**config.mk**
```make
export PLATFORM = sky130hd
export DESIGN_NAME = rie_ctrl
export DESIGN_NICKNAME = d
export VERILOG_FILES = /design/src/rtl/rie_pkg.sv /design/src/rtl/rie_ctrl.sv
export SDC_FILE = /design/constraint.sdc
export NUM_CORES = 1
export LEC_CHECK = 0
export ABC_AREA = 1
export BUFFER_PORTS_ARGS = -buffer_cell sky130_fd_sc_hd__buf_4
export CELL_PAD_IN_SITES_DETAIL_PLACEMENT = 2
export CELL_PAD_IN_SITES_GLOBAL_PLACEMENT = 2
export CORE_MARGIN = 1
export CORE_UTILIZATION = 19
export CTS_CLUSTER_SIZE = 8
export DETAILED_ROUTE_END_ITERATION = 16
export GPL_ROUTABILITY_DRIVEN = 0
export PLACE_DENSITY_LB_ADDON = 0.1
export SYNTH_ARGS = -nofsm -noshare
export SYNTH_HDL_FRONTEND = slang
export SYNTH_SLANG_ARGS = --single-unit
```
**constraint.sdc**
```tcl
create_clock -name aclk -period 2.55 [get_ports aclk]
set_input_delay 0.3825 -clock aclk [delete_from_list [all_inputs] [get_ports aclk]]
set_output_delay 0.3825 -clock aclk [all_outputs]
set_load 0.05 [all_outputs]
```
**src/rtl/rie_pkg.sv**
```systemverilog
// Shared types and constants of the interleaved rANS encoder.
// Used by every module of the block but rie_ram; depends on nothing else.
`default_nettype none

package rie_pkg;

    localparam int CMD_W       = 2;
    localparam int SYM_W       = 8;
    localparam int LANE_IN_W   = 2;
    localparam int FREQ_W      = 13;
    localparam int START_W     = 12;
    localparam int KIND_W      = 2;
    localparam int STATE_W     = 32;
    localparam int WORD_BITS   = 16;
    localparam int TABLE_DEPTH = 256;
    localparam int S_TDATA_W   = 40;
    localparam int M_TDATA_W   = 40;
    localparam int DIV_CNT_W   = $clog2(STATE_W);

    localparam logic [STATE_W-1:0] STATE_INIT = 32'h0001_0000;

    typedef enum logic [CMD_W-1:0] {
        CMD_LOAD   = 2'd0,
        CMD_START  = 2'd1,
        CMD_ENCODE = 2'd2,
        CMD_FLUSH  = 2'd3
    } cmd_t;

    typedef enum logic [KIND_W-1:0] {
        KIND_WORD  = 2'd0,
        KIND_STATE = 2'd1,
        KIND_ERROR = 2'd2
    } kind_t;

    typedef enum logic [2:0] {
        ST_IDLE,
        ST_CHECK,
        ST_DIV,
        ST_WRITE,
        ST_FLUSH
    } fsm_state_t;

    // controller to datapath
    typedef struct packed {
        logic capture;
        logic tbl_write;
        logic lanes_init;
        logic div_start;
        logic div_step;
        logic write_state;
        logic emit_word;
        logic emit_error;
        logic emit_state;
    } ctrl_cmd_t;

    // datapath to controller
    typedef struct packed {
        logic out_free;
        logic freq_zero;
        logic renorm;
        logic div_last;
        logic flush_last;
    } dp_status_t;

endpackage

`default_nettype wire

```
**src/rtl/rie_ctrl.sv**
```systemverilog
// Controller state machine of the rANS encoder: sequences load, start,
// encode (check, divide, write back) and flush. Depends on rie_pkg.
`default_nettype none

module rie_ctrl (
    input  wire logic               aclk,
    input  wire logic               aresetn,
    input  wire logic               s_valid,
    input  wire rie_pkg::cmd_t      command,
    output logic                    s_ready,
    input  wire rie_pkg::dp_status_t status,
    output rie_pkg::ctrl_cmd_t      cmd
);
    import rie_pkg::*;

    fsm_state_t state_reg;
    fsm_state_t state_next;

    always_ff @(posedge aclk) begin
        if (!aresetn) begin
            state_reg <= ST_IDLE;
        end else begin
            state_reg <= state_next;
        end
    end

    always_comb begin
        state_next = state_reg;
        cmd        = '0;
        s_ready    = 1'b0;
        case (state_reg)
            ST_IDLE: begin
                s_ready = 1'b1;
                if (s_valid) begin
                    cmd.capture = 1'b1;
                    case (command)
                        CMD_LOAD:   cmd.tbl_write  = 1'b1;
                        CMD_START:  cmd.lanes_init = 1'b1;
                        CMD_ENCODE: state_next     = ST_CHECK;
                        CMD_FLUSH:  state_next     = ST_FLUSH;
                        default:    state_next     = ST_IDLE;
                    endcase
                end
            end
            ST_CHECK: begin
                if (status.freq_zero) begin
                    if (status.out_free) begin
                        cmd.emit_error = 1'b1;
                        state_next     = ST_IDLE;
                    end
                end else if (!status.renorm || status.out_free) begin
                    // renormalization word goes out as the divide starts
                    cmd.div_start = 1'b1;
                    cmd.emit_word = status.renorm;
                    state_next    = ST_DIV;
                end
            end
            ST_DIV: begin
                cmd.div_step = 1'b1;
                if (status.div_last) begin
                    state_next = ST_WRITE;
                end
            end
            ST_WRITE: begin
                cmd.write_state = 1'b1;
                state_next      = ST_IDLE;
            end
            ST_FLUSH: begin
                if (status.out_free) begin
                    cmd.emit_state = 1'b1;
                    if (status.flush_last) begin
                        state_next = ST_IDLE;
                    end
                end
            end
            default: state_next = ST_IDLE;
        endcase
    end

endmodule

`default_nettype wire

```
Word-level counts from Yosys, hierarchy flattened:

Index checks and enable logic that the tools add are counted.
Widths: inputs -> output; s select.

* word-level logic and storage cells: 45
* bits in read-only memories: 0
* output and inout bits: 10
* bits in registers: 3
* RAM bits: 0
* input bits: 10
* latch bits: 0
* memories kept: 0

* reduce and logical (&&, ||, !) cells: 5
* equal/unequal tests: 14
* shifts and indexed selects: 0
* bitwise logic cells: 0
* add/sub/neg operators: 0
* $lt $le $gt $ge: 0
* muxes and demuxes: 25
* div/mod/pow operators: 0
* multipliers: 0

Operators with widths (count)
* $mux 3: 9
* $mux 1: 13
* $pmux 3 s4: 1
* $ne 2x2->1 const B: 4
* $reduce_and 7->1: 1
* $eq 3x2->1 const B: 2
* $ne 3x3->1 const B: 2
* $pmux 3 s2: 1
* $eq 2x2->1 const B: 2
* $eq 3x1->1 const B: 1
* $eq 3x3->1 const B: 1
* $logic_not 3->1: 1
* $ne 3x1->1 const B: 1
* $eq 2x1->1 const B: 1
* $logic_not 2->1: 1
* $mux 2: 1
* $logic_not 1->1: 1
* $logic_or 1x1->1: 1

Depth between registers and ports, before layout:

Gate-level depths: netlist of run 1.

* depth in word-level cells: 5
* depth in mapped cells: 8
* gate-level depth less buffers: 8

Least setup slack after synthesis of run 1:

Ideal clock, no wire load.

* path kind: register -> output
* start point: reg state_reg[2]
* end point: out cmd[0] (netlist name)
* stages on the path, launching flop included: 3
* data arrival time: 1.977 ns
* path slack: 0.191 ns
* data required time: 2.168 ns
* buffers on the path: 0
* cells stage by stage: dfxtp_1 inv_2 nor4_1

RTL lines
* start, declared: RTL line rie_ctrl.sv:16 `fsm_state_t state_reg;`
* start signal, assigned: RTL line rie_ctrl.sv:23 `state_reg <= state_next;`
* end, declared: RTL line rie_ctrl.sv:12 `output rie_pkg::ctrl_cmd_t cmd`

==> results of run 1 <==
## final cells by class
| type | instances | area (um2) | area share |
|---|---|---|---|
| multi-input combinational | 51 | 248 | 0.470 |
| timing repair buffer | 19 | 143 | 0.271 |
| inverter | 8 | 30.0 | 0.0570 |
| tap | 16 | 20.0 | 0.0380 |
| clock buffer | 4 | 26.3 | 0.0499 |
| sequential | 3 | 60.1 | 0.114 |
## path summary, 6_finish.rpt
kind / startpoint / end / slack [ns] / depth (start not counted)
setup / recovery: state_reg[2] / cmd[2] / 0.80 / 5
hold / removal: aresetn / state_reg[1] / 0.39 / 3
setup reg to reg: state_reg[1] / state_reg[2] / 1.29 / 7
hold reg to reg: state_reg[0] / state_reg[0] / 0.58 / 2
## kinds of logic (layout without fill, tap and decap cells)
logic type,after synthesis,after routing,share of synthesized area
AOI/OAI and AO/OA,3,3,0.0519
DFF,3,3,0.178
buffers and inverters,8,31,0.0889
and+or+nand+nor,48,48,0.682
## power by group through the flow
stage	clock [mW]	sequential [mW]	combinational [mW]
2_1_floorplan	0	0.101	0.406
3_3_place_gp	0	0.108	0.544
3_5_place_dp	0	0.110	0.550
4_1_cts	0.0897	0.109	0.557
5_1_grt	0.0933	0.114	0.604
6_report	0.0858	0.108	0.545
## metrics by stage
| step | instances | util | hold slack (ns) | cell area, um2 | setup slack [ns] |
|---|---|---|---|---|---|
| floorplan | 62 | - | 0.503 | 338 | 0.191 |
| global placement | 97 | 0.317 | 0.562 | 500 | 1.06 |
| detailed placement | 97 | 0.317 | 0.570 | 500 | 1.02 |
| CTS | 101 | 0.334 | 0.380 | 527 | 0.763 |
| global route | 101 | 0.334 | 0.399 | 527 | 0.667 |
| finish | 101 | 0.334 | 0.385 | 527 | 0.795 |
## Yosys cell counts (all sizes together)
library cell | n | area, um2
nor2 | 21 | 91.3
nand2 | 11 | 43.8
nand3 | 11 | 65.1
inv | 8 | 30.0
dfxtp | 3 | 60.1
nor3 | 2 | 10.0
o21ai | 2 | 10.0
a211oi | 1 | 7.51
and3 | 1 | 6.26
nand3b | 1 | 7.51
nor4 | 1 | 6.26
## routing by layer
metal / routed length [um] / part of all wire / track usage
met1: 555 / 0.46 / 0.186
met2: 593 / 0.50 / 0.232
met3: 28 / 0.023 / 0
met4: 17 / 0.014 / 0.0727
met5: 0 / 0 / 0
## critical path: stages, from the launching register on
cell and delay [ns]:
dfxtp_1 0.36, inv_2 0.13, nand3_1 0.14, nor2_1 0.15, and3_1 0.17, buf_4 0.19
==> run summary, run 1 <==
Tightest Pin Transition = 0.258 ns
FILL cells = 216
Vias in the first global route = 482
Hpwl dp = 1010 um
Commonest non-fill, non-tap cells in the layout = buf_4, nor2_1, nand2_1, nand3_1, inv_1
Peak supply drop = 0.444 mV
First-pass GRT wire length = 2010 um
Achievable Freq = 570 MHz
Slew Viols, Final = 0
Initial Util = 0.214
Max FFs per register = 3
Via density = 4.63
Fin crit share = 0.688
Sequential fraction of the synthesis area = 0.178
Num rows = 14
Hold WC Path Type = input pin to flip-flop
Final antenna-violating net count = 0
Fraction of layout instances using a drive strength above 1 = 0.376
Area of the die = 1950 um2
Max-cap violations = 0
Post-synthesis register bit count = 3
Required time of the critical path = 2.17 ns
Critical Path Fanout Max = 6
Worst relative slew slack = 0.827
RSZ-0062 raised after global routing = no
Setup violators final = 0
Final WL = 1200 um
Startpoint types = flip-flop
Postcts setup bufs = 0
Hold Violations, Final = 0
DR vias = 468
TritonCTS Buffers = 3
Syn Inst Count = 62
Clock slew at reported path FFs = 0.04 ns
Core Footprint = 1580 um2
Critical path data arrival time = 1.37 ns
Tmin final = 1.75 ns
Clk root buf = clkbuf_4
Internal power = 0.295 mW
Initial antenna violation count = 0
Net Switching = 0.445 mW
I/O pin cnt = 20
First drt pass iteration count = 5
Die Y = 44.2 um
Drc violations = 0
Gates resized, CTS repair = 0
Avg Cell Area, Syn = 5.45 um2
Outcome = complete, no violations
Area grow syn2layout = 55.9%
Clk_lat worst skew = 0.24 ns
Commonest non-fill, non-tap cell in the layout = buf_4
Total Routing Usage GR = 0.140
CTS tree = yes
Sink Count = 3
Cell area after synthesis = 338 um2
NumNets Final = 96
Layout Skew = 0.00115 ns
Per-cell routed wire length = 11.8 um
CP Class = flip-flop to primary output
Grt total ovfl = 0
PortBufs = 19
Clock share of power = 0.116
Power Dens Cells = 1400 nW/um2
Power Total = 0.739 mW
Max clock buf depth = 2
Logic pwr share = 0.737
Sequential share of power = 0.147
Die Width = 44.2 um
Syn_nets = 72
Switching power share of the total = 0.601
Setup TNS = 0 ns
Initial DRC count = 7
Netlist cell types = 15
Synth warn = 0
Ant. Diodes = 0
Post-CTS Hold Fix Bufs = 0
Endpoint type of the worst setup path = primary output
LEAKAGE = 0.292 nW
Largest net degree at the start of global routing = 8
H-tree levels = 1
Note: power is estimated with default switching activity, not from simulation.
==> inputs of run 2 (changes only) <==
ABC_AREA = 0   (was 1)
CORE_UTILIZATION = 17   (was 19)
clock period = 1.4 ns   (was 2.55 ns; I/O delays follow)
==> run 2 against run 1 <==
Compared with the run above: the run now ends with setup timing left; synthesized cell count shrank 34%; setup slack lost 0.95 ns; power shrank 21%; routed wire length grew 12%; critical path depth shrank 1; cell count shrank 4.0%; largest power group unchanged; clock power grew 84%; largest cell class unchanged; via count shrank 8.5%; non-clock buffer count grew 11.
==> run summary, run 2 <==
Sequential share of power = 0.175 (+0.028)
Sink Count = 3 (unchanged)
Internal power = 0.349 mW (+18%)
Die Width = 44.3 um (+0.28%)
Power Dens Cells = 809 nW/um2 (-42%)
Post-synth EDFFs = 0 (unchanged)
Net Switching = 0.236 mW (-47%)
RSZ-0062 raised after global routing = yes
Area grow syn2layout = 138%
Initial Util = 0.191 (-0.0235)
LEAKAGE = 0.322 nW (+10%)
Largest net degree at the start of global routing = 9 (+1)
Drc violations = 0 (unchanged)
Max FFs per register = 3 (unchanged)
Area of the die = 1960 um2 (+0.57%)
Commonest non-fill, non-tap cell in the layout = buf_4
Final antenna-violating net count = 0 (unchanged)
Logic pwr share = 0.556 (-0.181)
Synth warn = 0 (unchanged)
Per-cell routed wire length = 13.8 um (+16%)
Clk root buf = clkbuf_4
DR vias = 428 (-8.5%)
Via density = 4.41 (-4.8%)
Netlist cell types = 23 (+8)
Core Footprint = 1590 um2 (+1.1%)
GR Util met1 = 0.141 (-0.0455)
First drt pass iteration count = 2 (-3)
Num rows = 14 (unchanged)
Post-route setup slack = -0.154 ns (-0.950 ns)
Post-synthesis register bit count = 3 (unchanged)
Startpoint types = flip-flop
PortBufs = 19 (unchanged)
Synth top area cells = dfxtp_1, mux2i_1, nor2_1
Routing usage on met3 = 0.0531 (+0.0531)
Sequential cell area = 68.8 um2 (+15%)
Hold Violations, Final = 0 (unchanged)
Setup violators final = 10 (+10)
Switching power share of the total = 0.403 (-0.198)
Avg Cell Area, Syn = 7.42 um2 (+36%)
Cells after DPL = 87 (-10%)
Max-cap violations = 0 (unchanged)
Tightest Pin Transition = 0.267 ns (+0.00893 ns)
Outcome = finished with violations
Required time of the critical path = 1.19 ns (-0.98 ns)
Syn Inst Count = 41 (-34%)
Total Routing Usage GR = 0.157 (+0.0172)
Post-CTS Hold Fix Bufs = 0 (unchanged)
Failing checks = setup timing
Syn_nets = 51 (-29%)
Final WL = 1340 um (+12%)
Met2 Usage GRT = 0.291 (+0.0588)
Hold WC Path Type = input pin to flip-flop
H-tree levels = 1 (unchanged)
NumNets Final = 84 (-13%)
Tmin final = 1.55 ns
Fin crit share = 1.11
Layout Utilization = 0.454 (+0.120)
Die Y = 44.3 um (+0.28%)
Layout Skew = 0.000433 ns (-0.000720 ns)
Area of the multi-input gates = 305 um2 (+23%)
Synth area leader = dfxtp_1
Critical Path Fanout Max = 3 (-3)
Fraction of layout instances using a drive strength above 1 = 0.726 (+0.350)
Commonest non-fill, non-tap cells in the layout = buf_4, buf_6
Endpoint type of the worst setup path = primary output
Worst relative slew slack = 0.822 (-0.00463)
Achievable Freq = 643 MHz
CP Class = flip-flop to primary output
FILL cells = 181 (-16%)
Grt total ovfl = 0 (unchanged)
TritonCTS Buffers = 3 (unchanged)
First-pass GRT wire length = 2040 um (+1.4%)
Initial DRC count = 5 (-2)
Most frequent cell after synthesis = nor2_1
Commonest cells post-synth = nor2_1, nand2_1
Ys async rst share = 0 (unchanged)
Flop2flop setup slack = -0.07 ns (-1.36 ns)
Clock share of power = 0.270 (+0.154)
Hpwl dp = 917 um (-9.5%)
Cell area after synthesis = 304 um2 (-10%)
Initial antenna violation count = 0 (unchanged)
Clk_lat worst skew = 0.24 ns (about the same)
Area fraction of the dominant cell type after synthesis = 0.198 (+0.0198)
GR peak layer = met2
I/O pin cnt = 20 (unchanged)
Slew Viols, Final = 0 (unchanged)
Critical path data arrival time = 1.34 ns (-0.03 ns)
Ant. Diodes = 0 (unchanged)
Vias in the first global route = 454 (-5.8%)
Main synth FF type = dfxtp_1
Non-Filler Instances = 97 (-4.0%)
Sequential fraction of the synthesis area = 0.198 (+0.0198)
Hold_ws = 0.272 ns (-0.113 ns)
Peak supply drop = 0.340 mV (-23%)
CTS tree = yes
Max clock buf depth = 2 (unchanged)
Clock slew at reported path FFs = 0.04 ns (about the same)
==> run 2: routing by layer <==
metal  share of wire  wire length (um)
met2            0.58               774
met1            0.34               459
met4           0.025                34
met3           0.051                68
met5               0                 0
==> run 2: repair_timing <==
item	CTS	global route
setup endpoints to repair	11	12
buffers inserted	5	2
resized for setup	23	4
pin swaps	6	3
==> run 2: worst paths after layout <==
kind | start | to | depth (start not counted)
min reg2reg | state_reg[2] | state_reg[2] | 3
min | aresetn | state_reg[0] | 2
max | state_reg[1] | cmd[6] | 4
max reg2reg | state_reg[0] | state_reg[1] | 5
==> run 2: metrics by stage <==
stage / TNS [ns] / instance area, um2 / setup WS (ns) / total power, mW
2_1_floorplan: -1.21 / 368 / -0.446 / 0.262
6_report: -0.631 / 723 / -0.154 / 0.585
5_1_grt: -1.23 / 723 / -0.233 / 0.619
4_1_cts: -0.600 / 697 / -0.193 / 0.570
3_3_place_gp: 0 / 562 / 0.0447 / 0.352
3_5_place_dp: -0.0150 / 562 / -0.0128 / 0.355
==> run 2: power groups by stage <==
stage / clock network, mW / logic, mW / registers, mW
detailed placement: 0 / 0.247 / 0.108
finish: 0.158 / 0.325 / 0.102
floorplan: 0 / 0.159 / 0.103
CTS: 0.164 / 0.305 / 0.102
global placement: 0 / 0.244 / 0.108
global route: 0.174 / 0.343 / 0.103
==> run 2: cells by family after synthesis <==
| kind of cell | count (synthesis) | share of synthesized area |
|---|---|---|
| buffers and inverters | 5 | 0.0905 |
| multiplexers | 3 | 0.0988 |
| AND/OR/NAND/NOR | 27 | 0.543 |
| flip-flops | 3 | 0.198 |
| AO/OA/AOI/OAI | 3 | 0.0700 |
==> run 2: layout make-up <==
type                            count  share of cell area
Multi-Input combinational cell     33               0.422
Timing Repair Buffer               30               0.389
Sequential cell                     3              0.0952
Tap cell                           24              0.0415
Clock buffer                        4              0.0363
Inverter                            3              0.0156
==> run 2: worst max-delay path, cell delays in order (launching register included) <==
cell	delay (ns)
dfxtp_4	0.34
nor3_4	0.22
nand2_2	0.14
nor3b_4	0.22
buf_6	0.18
==> inputs of run 3 (changes only) <==
CORE_UTILIZATION = 18   (was 17)
clock period = 1.5 ns   (was 1.4 ns; I/O delays follow)
==> run 3 against run 2 <==
Compared with the run above: the run still ends with setup timing left; first-iteration DRC count is 80% lower; global-route usage is 1.8 points lower; register-to-register slack better by 0.13 ns; sequential cell count stayed put; highest routed layer unchanged; cell count is 12% lower; non-clock buffer count is 4 lower; critical endpoint unchanged; sequential power is 5% lower; clock power is 8% lower; die area is 5.3% lower; via count is 2.8% lower.
==> run summary, run 3 (synthesized netlist as in run 2, its figures left out) <==
H-tree levels = 1 (unchanged)
RSZ-0062 raised after global routing = yes
Core Footprint = 1540 um2 (-3.3%)
Worst reg2reg startpoint = state_reg[1]
CTS tree = yes
Worst relative slew slack = 0.822 (about the same)
Endpoint type of the worst setup path = primary output
Failing checks = setup timing
Cells after DPL = 78 (-10%)
Non-Filler Instances = 85 (-12%)
Critical Path Fanout Max = 3 (unchanged)
Power Total = 0.492 mW (-16%)
Largest net degree at the start of global routing = 7 (-2)
Ant. Diodes = 0 (unchanged)
Fin crit share = 1.02
Total Routing Usage GR = 0.139 (-0.0185)
Crit. Startpoint = state_reg[1]
Setup TNS = -0.0260 ns (+0.605 ns)
Clock slew at reported path FFs = 0.04 ns (about the same)
First drt pass iteration count = 3 (+1)
Tightest Pin Transition = 0.267 ns (+0.0000464 ns)
Slew Viols, Final = 0 (unchanged)
NumNets Final = 80 (-4.8%)
CP Class = flip-flop to primary output
Startpoint types = flip-flop
Initial antenna violation count = 0 (unchanged)
Commonest non-fill, non-tap cell in the layout = buf_4
Fraction of layout instances using a drive strength above 1 = 0.638 (-0.0883)
LEAKAGE = 0.293 nW (-9.0%)
Die Y = 43.1 um (-2.7%)
Achievable Freq = 655 MHz
Hold Crit Start = aresetn
Vias in the first global route = 423 (-6.8%)
Tmin final = 1.53 ns
Max-cap violations = 0 (unchanged)
Area of the die = 1860 um2 (-5.3%)
Hpwl dp = 870 um (-5.1%)
Setup violators final = 1 (-9)
First-pass GRT wire length = 1840 um (-10%)
Post-CTS Hold Fix Bufs = 0 (unchanged)
Hold Violations, Final = 0 (unchanged)
Final antenna-violating net count = 0 (unchanged)
Die Width = 43.1 um (-2.7%)
Design Area, Final = 637 um2 (-12%)
Clk root buf = clkbuf_4
Final WL = 1120 um (-16%)
Via density = 4.89 (+11%)
Outcome = finished with violations
CP max-delay cell = dfxtp_4
Grt total ovfl = 0 (unchanged)
Max FFs per register = 3 (unchanged)
Layout Skew = 0.00638 ns (+0.00595 ns)
Per-cell routed wire length = 13.2 um (-4.3%)
Worst path top cell family by delay = simple AND/OR/NAND/NOR gates
Initial DRC count = 1 (-4)
FILL cells = 182 (+0.55%)
I/O pin cnt = 20 (unchanged)
Crit path buffers/inverters = 1 (unchanged)
DR vias = 416 (-2.8%)
Place WS = 0.0179 ns (+0.0307 ns)
Peak supply drop = 0.339 mV (-0.27%)
Crit path cell chain = nor3_4 -> nand2_2 -> nor3b_4 -> buf_6
Drc violations = 0 (unchanged)
Worst path max stage delay = 0.35 ns (about the same)
Num rows = 14 (unchanged)
Area after DPL = 541 um2 (-3.8%)
PortBufs = 19 (unchanged)
Area grow syn2layout = 109%
Post-route setup slack = -0.0260 ns (+0.128 ns)
Max clock buf depth = 2 (unchanged)
Sink Count = 3 (unchanged)
Hold_ws = 0.285 ns (+0.0131 ns)
Commonest non-fill, non-tap cells in the layout = buf_4, buf_6, nor2_1
Initial Util = 0.197 (+0.00650)
Layout Utilization = 0.413 (-0.0405)
Critical path data arrival time = 1.30 ns (-0.04 ns)
TritonCTS Buffers = 3 (unchanged)
Hold WC Path Type = input pin to flip-flop
Power Dens Cells = 773 nW/um2 (-4.4%)
Required time of the critical path = 1.27 ns (+0.08 ns)
Clk_lat worst skew = 0.24 ns (about the same)
[run 3: timing repair]
item | in CTS | in global routing
gates resized for setup | 9 | 6
pin swaps | 2 | 3
setup buffers | 3 | 0
setup endpoints to repair | 9 | 7
[run 3: cell type report]
class,instances,area [um2],share of cell area
clock buffer,4,26.3,0.0413
sequential,3,68.8,0.108
tap,16,20.0,0.0314
inverter,3,11.3,0.0177
timing repair buffer,26,221,0.348
multi-input combinational,33,289,0.454
[run 3: routing by layer]
layer | track usage | vias to the layer above | routed length (um)
met5 | 0 | - | 0
met4 | 0.0727 | 0 | 5
met3 | 0.0468 | 2 | 56
met2 | 0.236 | 15 | 593
met1 | 0.149 | 196 | 464
li1 | - | 203 | -
[run 3: final timing paths]
check	endpoint	slack, ns	cells past startpoint
max reg2reg	state_reg[1]	0.06	4
min reg2reg	state_reg[0]	0.63	3
min	state_reg[0]	0.29	2
max	cmd[6]	-0.03	4
[run 3: power by group]
part           internal [mW]  total, mW  switching [mW]  leakage [nW]
sequential            0.0853     0.0969          0.0117        0.0264
combinational          0.108      0.249           0.141         0.252
clock                  0.100      0.146          0.0460        0.0150
total                  0.293      0.492           0.199         0.293
